<file path="src/hw/rtl/pptd_pkg.sv">
// Package: shared types, constants and codes of the task dispatcher.
`timescale 1ns / 1ps
package pptd_pkg;
    localparam int SLOTS_DEF  = 16;
    localparam int PRIO_DEF   = 5;

    localparam logic [3:0] FN_REG_PER  = 4'd0;
    localparam logic [3:0] FN_REG_EVT  = 4'd1;
    localparam logic [3:0] FN_SUSPEND  = 4'd2;
    localparam logic [3:0] FN_RESUME   = 4'd3;
    localparam logic [3:0] FN_RAISE    = 4'd4;
    localparam logic [3:0] FN_DISPATCH = 4'd5;
    localparam logic [3:0] FN_DONE     = 4'd6;
    localparam logic [3:0] FN_QUERY    = 4'd7;
    localparam logic [3:0] FN_CLEAR    = 4'd8;

    localparam logic [1:0] ST_OK   = 2'd0;
    localparam logic [1:0] ST_FULL = 2'd1;
    localparam logic [1:0] ST_BAD  = 2'd2;
    localparam logic [1:0] ST_NONE = 2'd3;

    localparam logic [1:0] CFG_STATS = 2'd0;
    localparam logic [1:0] CFG_OVR   = 2'd1;
    localparam logic [1:0] CFG_RATE  = 2'd2;

    typedef enum logic [3:0] {
        S_IDLE, S_MUL, S_DIV_EXEC, S_DIV_PER, S_DONE_UPD, S_SCAN, S_FLUSH, S_RESP
    } state_t;

    // Divider interface
    typedef struct packed {
        logic        go;
        logic [31:0] dividend;
        logic [7:0]  divisor;
    } div_req_t;

    typedef struct packed {
        logic        done;
        logic [31:0] quotient;
    } div_rsp_t;
endpackage

</file>
<file path="src/hw/rtl/pptd_div.sv">
// Radix-2 restoring divider, 32-bit dividend by 8-bit divisor, one bit per cycle.
`timescale 1ns / 1ps
module pptd_div (
    input  logic              clk,
    input  logic              rst_n,
    input  pptd_pkg::div_req_t req,
    output pptd_pkg::div_rsp_t rsp
);
    import pptd_pkg::*;

    logic        busy_reg, busy_next;
    logic [5:0]  cnt_reg, cnt_next;
    logic [31:0] q_reg, q_next;
    logic [8:0]  rem_reg, rem_next;
    logic [7:0]  dv_reg, dv_next;
    logic        done_reg, done_next;
    logic [8:0]  trial;

    always_comb
    begin
        busy_next = busy_reg;
        cnt_next  = cnt_reg;
        q_next    = q_reg;
        rem_next  = rem_reg;
        dv_next   = dv_reg;
        done_next = 1'b0;
        trial     = {rem_reg[7:0], q_reg[31]};
        if (req.go)
        begin
            busy_next = 1'b1;
            cnt_next  = 6'd0;
            q_next    = req.dividend;
            rem_next  = 9'd0;
            dv_next   = req.divisor;
        end
        else if (busy_reg)
        begin
            if (trial >= {1'b0, dv_reg})
            begin
                rem_next = trial - {1'b0, dv_reg};
                q_next   = {q_reg[30:0], 1'b1};
            end
            else
            begin
                rem_next = trial;
                q_next   = {q_reg[30:0], 1'b0};
            end
            cnt_next = cnt_reg + 6'd1;
            if (cnt_reg == 6'd31)
            begin
                busy_next = 1'b0;
                done_next = 1'b1;
            end
        end
    end

    always_ff @(posedge clk or negedge rst_n)
    begin
        if (!rst_n)
        begin
            busy_reg <= 1'b0;
            done_reg <= 1'b0;
            cnt_reg  <= 6'd0;
        end
        else
        begin
            busy_reg <= busy_next;
            done_reg <= done_next;
            cnt_reg  <= cnt_next;
        end
    end

    always_ff @(posedge clk)
    begin
        q_reg   <= q_next;
        rem_reg <= rem_next;
        dv_reg  <= dv_next;
    end

    assign rsp.done     = done_reg;
    assign rsp.quotient = q_reg;

    busy_done: assert property (@(posedge clk) disable iff (!rst_n)
        done_reg |-> !busy_reg) else $error("divider done while busy");
    go_busy: assert property (@(posedge clk) disable iff (!rst_n)
        req.go |=> busy_reg) else $error("divider did not start");
    cnt_idle: assert property (@(posedge clk) disable iff (!rst_n)
        busy_reg |-> cnt_reg <= 6'd31) else $error("divider count overflow");
endmodule

</file>
<file path="config.mk">
export PLATFORM = sky130hd
export DESIGN_NAME = pptd_div
export DESIGN_NICKNAME = d
export VERILOG_FILES = /design/src/hw/rtl/pptd_pkg.sv /design/src/hw/rtl/pptd_div.sv
export SDC_FILE = /design/constraint.sdc
export NUM_CORES = 1
export LEC_CHECK = 0
export BUFFER_PORTS_ARGS = -buffer_cell sky130_fd_sc_hd__buf_2
export CORE_MARGIN = 2
export CORE_UTILIZATION = 36
export DETAILED_ROUTE_END_ITERATION = 10
export GPL_ROUTABILITY_DRIVEN = 0
export GPL_TIMING_DRIVEN = 0
export PLACE_DENSITY = 0.59
export RECOVER_POWER = 100
export SKIP_LAST_GASP = 1
export SYNTH_ARGS = -nofsm -noshare
export SYNTH_HDL_FRONTEND = slang
export SYNTH_SLANG_ARGS = --single-unit
</file>
<file path="constraint.sdc">
create_clock -name clk -period 2.05 [get_ports clk]
set_clock_uncertainty 0.15 [all_clocks]
set_input_delay 0.205 -clock clk [delete_from_list [all_inputs] [get_ports clk]]
set_output_delay 0.205 -clock clk [all_outputs]
set_load 0.01 [all_outputs]
</file>
# --- After elaboration in Yosys (flattened, before gate mapping) ---
# Index checks and enable logic that the tools add are counted.
# Widths: inputs -> output; s select.
op_classes:
  reduce_logical: 1
  n_lt_le_gt_ge: 1
  n_eq_ne: 1
  addsub: 2
  n_mux: 12
ops:
  columns: ["cell", "n"]
  rows:
  - ["$mux 32", 2]
  - ["$mux 6", 2]
  - ["$ge 9x8->1", 1]
  - ["$mux 8", 1]
  - ["$sub 8x8->8", 1]
  - ["$mux 1", 7]
  - ["$add 6x1->6 const B", 1]
  - ["$eq 6x5->1 const B", 1]
  - ["$reduce_bool 2->1", 1]
word_totals:
  out_inout_bits: 33
  register_bits: 56
  in_bits: 43

# --- Depth between registers and ports, before layout ---
# Gate-level depths: netlist (run 1).
logic_depth:
  depth_word: 4
  depth_mapped: 8
  mapped_depth_nobuf: 8

# --- Least setup slack after synthesis (run 1) ---
# Ideal clock, no wire load.
synth_timing:
  path_type: "reg2reg"
  from: "reg q_reg[31]"
  to: "reg rem_reg[6]"
  setup_time_ns: 0.091
  required_ns: 1.809
  slack_ns: -0.203
  path_stages_with_launch: 9
  arrival_time_ns: 2.012
  cell_sequence: "edfxtp_1 > inv_1 > ha_1 > fa_1 > nand2b_1 > a2111oi_0 > a311oi_1 > a21o_1 > a311oi_1"
synth_between:
  elab_chain_cells: 2
synth_lines:
  columns: ["item", "line_no", "source"]
  rows:
  - ["start, declared", "pptd_div.sv:13", "logic [31:0] q_reg, q_next;"]
  - ["start signal, assigned", "pptd_div.sv:75", "q_reg <= q_next;"]
  - ["$sub 8x8->8 or $ge 9x8->1 (tied branches)", "pptd_div.sv:40, pptd_div.sv:38", null]
  - ["$mux 8 (*)", "pptd_div.sv:38", "if (trial >= {1'b0, dv_reg})"]
  - ["end signal, assigned", "pptd_div.sv:76", "rem_reg <= rem_next;"]
  - ["end, declared", "pptd_div.sv:14", "logic [8:0] rem_reg, rem_next;"]
# Mark *: on every way between the ends. The rest lies on a longest branch, timed or not.
# A chain may end at the register's enable or synchronous reset.

# --- Worst setup path after layout (run 1) ---
layout_timing:
  from: "reg dv_reg[0]"
  to: "reg rem_reg[6]"
layout_between:
  elab_chain_cells: 2
layout_lines:
  columns: ["item", "line_no", "source"]
  rows:
  - ["start, declared", "pptd_div.sv:15", "logic [7:0] dv_reg, dv_next;"]
  - ["start signal, assigned", "pptd_div.sv:77", "dv_reg <= dv_next;"]
  - ["$sub 8x8->8 or $ge 9x8->1 (tied branches)", "pptd_div.sv:40, pptd_div.sv:38", null]
  - ["$mux 8 (*)", "pptd_div.sv:38", null]
# Marks and branches as above.

==> flow_metrics.tcl, run 1 <==
set metrics [dict create \
    status "finished with violations" \
    violations "setup timing" \
    p_total_mw 3.571 \
    drive_gt1_share_pct 39.01 \
    critical_path.max_fanout 3 \
    critPathMaxStageDelay_ps 430 \
    final_cells 422 \
    dieHeight_um 91.17 \
    ys_ff_latch 56 \
    tns_ps -442.5 \
    overflow 0 \
    global_route.usage.met1_pct 19.76 \
    fin_util_pct 50.57 \
    yosysWarnings 0 \
    use_met2_pct 23.58 \
    maxCapViolCount 0 \
    synth-edff-count 40 \
    cts_tree "done" \
    rows 31 \
    whs_ps 31.06 \
    ys_types 42 \
    worst_ep_required_time_ps 2130 \
    layout_min_cycle_time_ps 2160 \
    via_per_inst 4.896 \
    critPathMostFrequentCell "a311oi_1" \
    arrival_ps 2240 \
    powerDensity_nw_per_um2 968.4 \
    nets 375 \
    start_kind "flop" \
    yosys.area_share.adder_pct 4.849 \
    design.core.area_um2 7292 \
    worstSetupPathType "flop to flop" \
    fp.dieW_um 91.17 \
    slowest_stage "edfxtp_1" \
    ys_seq_area_share_pct 57.09 \
    grt_pass1_vias 2124 \
    grtUsageTotal_pct 14.97 \
    maxSlewHeadroom_pct 62.75 \
    crit_chain "ha_4, fa_2, nand2b_4, a2111oi_4, a311oi_1, a21o_1, a311oi_1" \
    ios 76 \
    final_max_slew_viol_count 0 \
    grt_pass1_wl_um 10030 \
    synth_compound_area_share_pct 9.561 \
    yosys.area_share.simple_pct 9.378 \
    drt_iter0_markers 62 \
    antenna_found_initial 0 \
    synth_xor_area_share_pct 2.562 \
    rsz0062_at_grt "yes" \
    leakage_nw 1.409 \
    syn_avg_cell_area_um2 12.55 \
    setup_viol 8 \
    dieArea_um2 8311 \
    async_flop_share_pct 14.29 \
    wl_per_cell_um 14.36 \
    synth.area.mux_share_pct 13.13 \
    worst_pin_slew_ps 553.7 \
    htree_levels 2 \
    synth-main-ff-cell "edfxtp_1" \
    final_hold_viol_count 0 \
    diodes 0 \
    clock_latency_ps 310 \
    synth_top_family_by_area "multiplexers" \
    clock-sinks 56 \
    initial_core_util_pct 37.51 \
    area_delta_synth_final_pct 34.81 \
    clk_pin_slew_ps 110 \
    clockRootBuffer "clkbuf_8" \
    vdd_drop_max_uv 415.8 \
    antenna_left 0 \
    largest_register_ffs 32 \
    clock.fmax_ghz 0.4629 \
    synth_cells 218 \
    setup_ws_ps -110.1 \
    cts_inserted_buffers 5 \
    drc 0 \
    min_path_type "input port to flop" \
    netlist_area_um2 2735 \
    clock_path_buffers 2 \
    drtPass1Iterations 4 \
    met3_usage_pct 5.975 \
    hpwl_um 4158 \
    dpl.cell_count 392 \
    worstSetupEndpointType "flop" \
    synth_nets 271 \
    wirelength_um 6059 \
    busiest_layer "met2" \
    io_buffers 75 \
    grt_max_degree 20 \
    final.period_utilization_pct 105.4 \
    vias 2066 \
]
-- report_power, final --
part / total, mW / switching (mW) / internal [mW]
clock network: 0.648 / 0.396 / 0.252
registers: 1.51 / 0.127 / 1.38
logic: 1.41 / 0.707 / 0.704
-- stage by stage --
stage               setup WS (ps)  cell area [um2]
floorplan                  -19.21             2789
global placement           -581.3             3288
detailed placement         -562.7             3288
CTS                        -127.5             3585
global route               -191.2             3687
finish                     -110.1             3687
-- cell families (layout without fill, tap and decap cells) --
| family | Yosys count | in the layout |
|---|---|---|
| flops | 56 | 56 |
| compound gates | 35 | 35 |
| buf+inv | 24 | 129 |
| simple gates | 53 | 53 |
| xor+xnor | 8 | 8 |
| mux | 32 | 32 |
| fa+ha+maj | 10 | 10 |
-- final timing paths --
| kind | from | endpoint | slack, ps | depth (start not counted) |
|---|---|---|---|---|
| max | dv_reg[0]$_DFFE_PP_ | rem_reg[6]$_SDFFE_PP0P_ | -110 | 7 |
| min | req[14] | q_reg[6]$_DFFE_PP_ | 30 | 2 |
| max reg2reg | dv_reg[0]$_DFFE_PP_ | rem_reg[6]$_SDFFE_PP0P_ | -110 | 7 |
| min reg2reg | rem_reg[6]$_SDFFE_PP0P_ | rem_reg[6]$_SDFFE_PP0P_ | 370 | 2 |
| max in group asynchronous | rst_n | cnt_reg[3]$_DFFE_PN0P_ | 1250 | 2 |
| min in group asynchronous | rst_n | cnt_reg[5]$_DFFE_PN0P_ | 190 | 2 |
-- cell usage in the layout, fill, tap and decap left out, types with 6 or more instances in the layout --
cell type      count
clkbuf_1          41
buf_2             41
edfxtp_1          40
mux2_2            30
nor2_1            17
inv_1             11
buf_4             11
nand2_1            9
dlygate4sd3_1      9
dfrtp_1            8
dfxtp_1            8
ha_4               6
-- worst max-delay path: cells and delay by family (launching register included) --
family / cells / cell delay, ps
compound gates: 4 / 800
fa+ha+maj: 2 / 530
flops: 1 / 430
simple gates: 1 / 170
-- cell type report --
class / count / area, um2
repair buffers: 97 / 521.8
clock buffers: 5 / 68.82
flip-flops and latches: 56 / 1562
plain buffers: 8 / 33.78
well taps: 99 / 123.9
fillers: 714 / 3605
clock inverters: 3 / 27.53
repair inverters: 1 / 7.507
inverters: 15 / 60.06
multi-input cells: 138 / 1282
-- layer usage --
metal | wire length [um] | up-vias
li1 | - | 1021
met1 | 2747 | 979
met2 | 2800 | 62
met3 | 470 | 4
met4 | 41 | 0
met5 | 0 | -
-- synth_stat cells (2+ instances only) --
library cell	number	area, um2
edfxtp_1	40	1201
mux2_2	31	349.1
nor2_1	20	75.07
inv_1	15	56.30
nand2_1	10	37.54
ha_1	9	112.6
dfrtp_1	8	200.2
dfxtp_1	8	160.2
clkbuf_1	6	22.52
a21oi_1	5	25.02
a311oi_1	5	43.79
nand2b_1	5	31.28
nand3_1	5	25.02
o21ai_0	5	25.02
xnor2_1	4	35.03
xor2_1	4	35.03
a21o_1	3	22.52
a21oi_2	2	17.52
a32oi_1	2	17.52
and2_1	2	12.51
buf_1	2	7.510
nand4_1	2	12.51
o211ai_1	2	15.01
o21ai_1	2	10.01
or3_1	2	12.51
or3b_2	2	17.52
or4_1	2	15.01
-- timing repair --
action,in CTS,in global routing
endpoints found under the hold margin,16,0
gates resized for setup,16,16
setup endpoints to repair,40,25
pin swaps,5,13
setup buffers,5,8
hold buffers,9,0
gates cloned,1,0
(Power assumes the default switching activity.)
==> run 2: changes to the inputs <==
CELL_PAD_IN_SITES_DETAIL_PLACEMENT = 1   (was default)
CELL_PAD_IN_SITES_GLOBAL_PLACEMENT = 1   (was default)
PLACE_DENSITY = 0.72   (was 0.59)
==> flow_metrics.tcl, run 2 (synthesis gave the netlist of run 1 again) <==
set metrics [dict create \
    dieHeight_um 91.17 \
    cts_tree "done" \
    final.period_utilization_pct 104.8 \
    overflow 0 \
    final_cell_area_um2 3697 \
    p_sw_share_pct 34.84 \
    hpwl_um 4426 \
    area_delta_synth_final_pct 35.18 \
    io_buffers 75 \
    diodes 0 \
    combPwrFrac_pct 39.7 \
    vias 2108 \
    dpl.cell_count 392 \
    arrival_ps 2230 \
    min-delay-start "req[33]" \
    maxSlewHeadroom_pct 46.54 \
    worstSetupPathType "flop to flop" \
    htree_levels 2 \
    nets 375 \
    rows 31 \
    dp_slack_ps -626.5 \
    pwr-share-seq_pct 42.3 \
    r2r_start "dv_reg[0]$_DFFE_PP_" \
    final_hold_viol_count 0 \
    final_common_cell "buf_2" \
    setup_ws_ps -99.16 \
    fin_util_pct 50.70 \
    final_max_slew_viol_count 0 \
    layout_min_cycle_time_ps 2149 \
    rsz0062_at_grt "yes" \
    clock_path_buffers 2 \
    leakage_nw 1.417 \
    worstSetupEndpointType "flop" \
    largest_register_ffs 32 \
    wl_per_cell_um 15.66 \
    drive_gt1_share_pct 39.94 \
    maxCapViolCount 0 \
    cts_inserted_buffers 5 \
    grt_max_degree 20 \
    start_kind "flop" \
    status "finished with violations" \
    pwr-share-clk_pct 18.0 \
    wirelength_um 6608 \
    final_cells 422 \
    worst_pin_slew_ps 801.9 \
    min_path_type "input port to flop" \
    critical_path.max_fanout 3 \
    antenna_left 0 \
    via_per_inst 4.995 \
    vdd_drop_max_uv 379.3 \
    fp.dieW_um 91.17 \
    antenna_found_initial 0 \
    clock_latency_ps 310 \
    clk_pin_slew_ps 110 \
    powerDensity_nw_per_um2 974.1 \
    clock-sinks 56 \
    design.core.area_um2 7292 \
    grt_pass1_wl_um 10830 \
    internal-power_mw 2.347 \
    clockRootBuffer "clkbuf_8" \
    switchingPower_mw 1.255 \
    clock.fmax_ghz 0.4653 \
    drt_iter0_markers 88 \
    layout_common_cells "buf_2, clkbuf_1, edfxtp_1" \
    ios 76 \
    worst_ep_required_time_ps 2130 \
    drc 0 \
    grtUsageTotal_pct 16.30 \
    drtPass1Iterations 4 \
    crit_path_start "dv_reg[0]$_DFFE_PP_" \
    setup_viol 33 \
    initial_core_util_pct 37.51 \
    violations "setup timing" \
    grt_pass1_vias 2164 \
    dieArea_um2 8311 \
    dpl_cell_area_um2 3288 \
    p_total_mw 3.601 \
]
[run 2: cell count changes in the layout (fill, tap and decap cells not counted), sizes merged]
cell,before,now
buf,53,54
clkinvlp,3,2
inv,15,16
clkbuf,48,47
[run 2: path summary, 6_finish.rpt]
check,endpoint,slack [ps],cells after the start
min in group asynchronous,cnt_reg[0]$_DFFE_PN0P_,180,2
max reg2reg,rem_reg[6]$_SDFFE_PP0P_,-100,7
min,q_reg[25]$_DFFE_PP_,30,2
min reg2reg,rem_reg[2]$_SDFFE_PP0P_,390,2
max,rem_reg[6]$_SDFFE_PP0P_,-100,7
max in group asynchronous,cnt_reg[2]$_DFFE_PN0P_,1260,2
[run 2: per-stage QoR]
step,hold WS [ps],setup TNS [ps]
final,33.32,-906.6
after detailed placement,-88.90,-22310
after floorplan,-240.6,-30.86
after CTS,25.09,-416.2
after global routing,18.19,-6376
after global placement,-92.32,-22010
[run 2: area by class of cell]
type,instances,area (um2)
fillers,838,3595
flip-flops and latches,56,1564
multi-input cells,138,1281
repair buffers,97,531.8
well taps,99,123.9
clock buffers,5,68.82
inverters,15,60.06
plain buffers,8,35.03
clock inverters,3,25.02
repair inverters,1,7.507
[run 2: layer usage]
layer,up-vias,part of all wire [%],global-route usage (%)
li1,1019,-,-
met1,1021,44,20.95
met2,64,48,26.98
met3,4,7.7,5.477
met4,0,0.54,3.030
met5,-,0,0
[run 2: power by group through the flow]
stage          Sequential (mW)  Combinational [mW]  Clock, mW
6_report                  1.52                1.43      0.649
5_1_grt                   1.55                1.55      0.712
4_1_cts                   1.52                1.30      0.674
3_5_place_dp              1.52                1.05          0
3_3_place_gp              1.52                1.03          0
2_1_floorplan             1.54               0.730          0
[run 2: critical path, cell delays in order (launching register included)]
cell,delay [ps]
edfxtp_1,430
ha_4,190
fa_2,350
nand2b_4,170
a2111oi_4,280
a311oi_1,90
a21o_1,180
a311oi_2,230
[run 2: repair_timing]
item	in CTS	in global routing
resized for setup	21	19
hold endpoints to repair	16	0
setup endpoints to repair	40	30
setup buffers	8	5
hold buffers	9	0
gates cloned	1	0
pin swaps	7	6
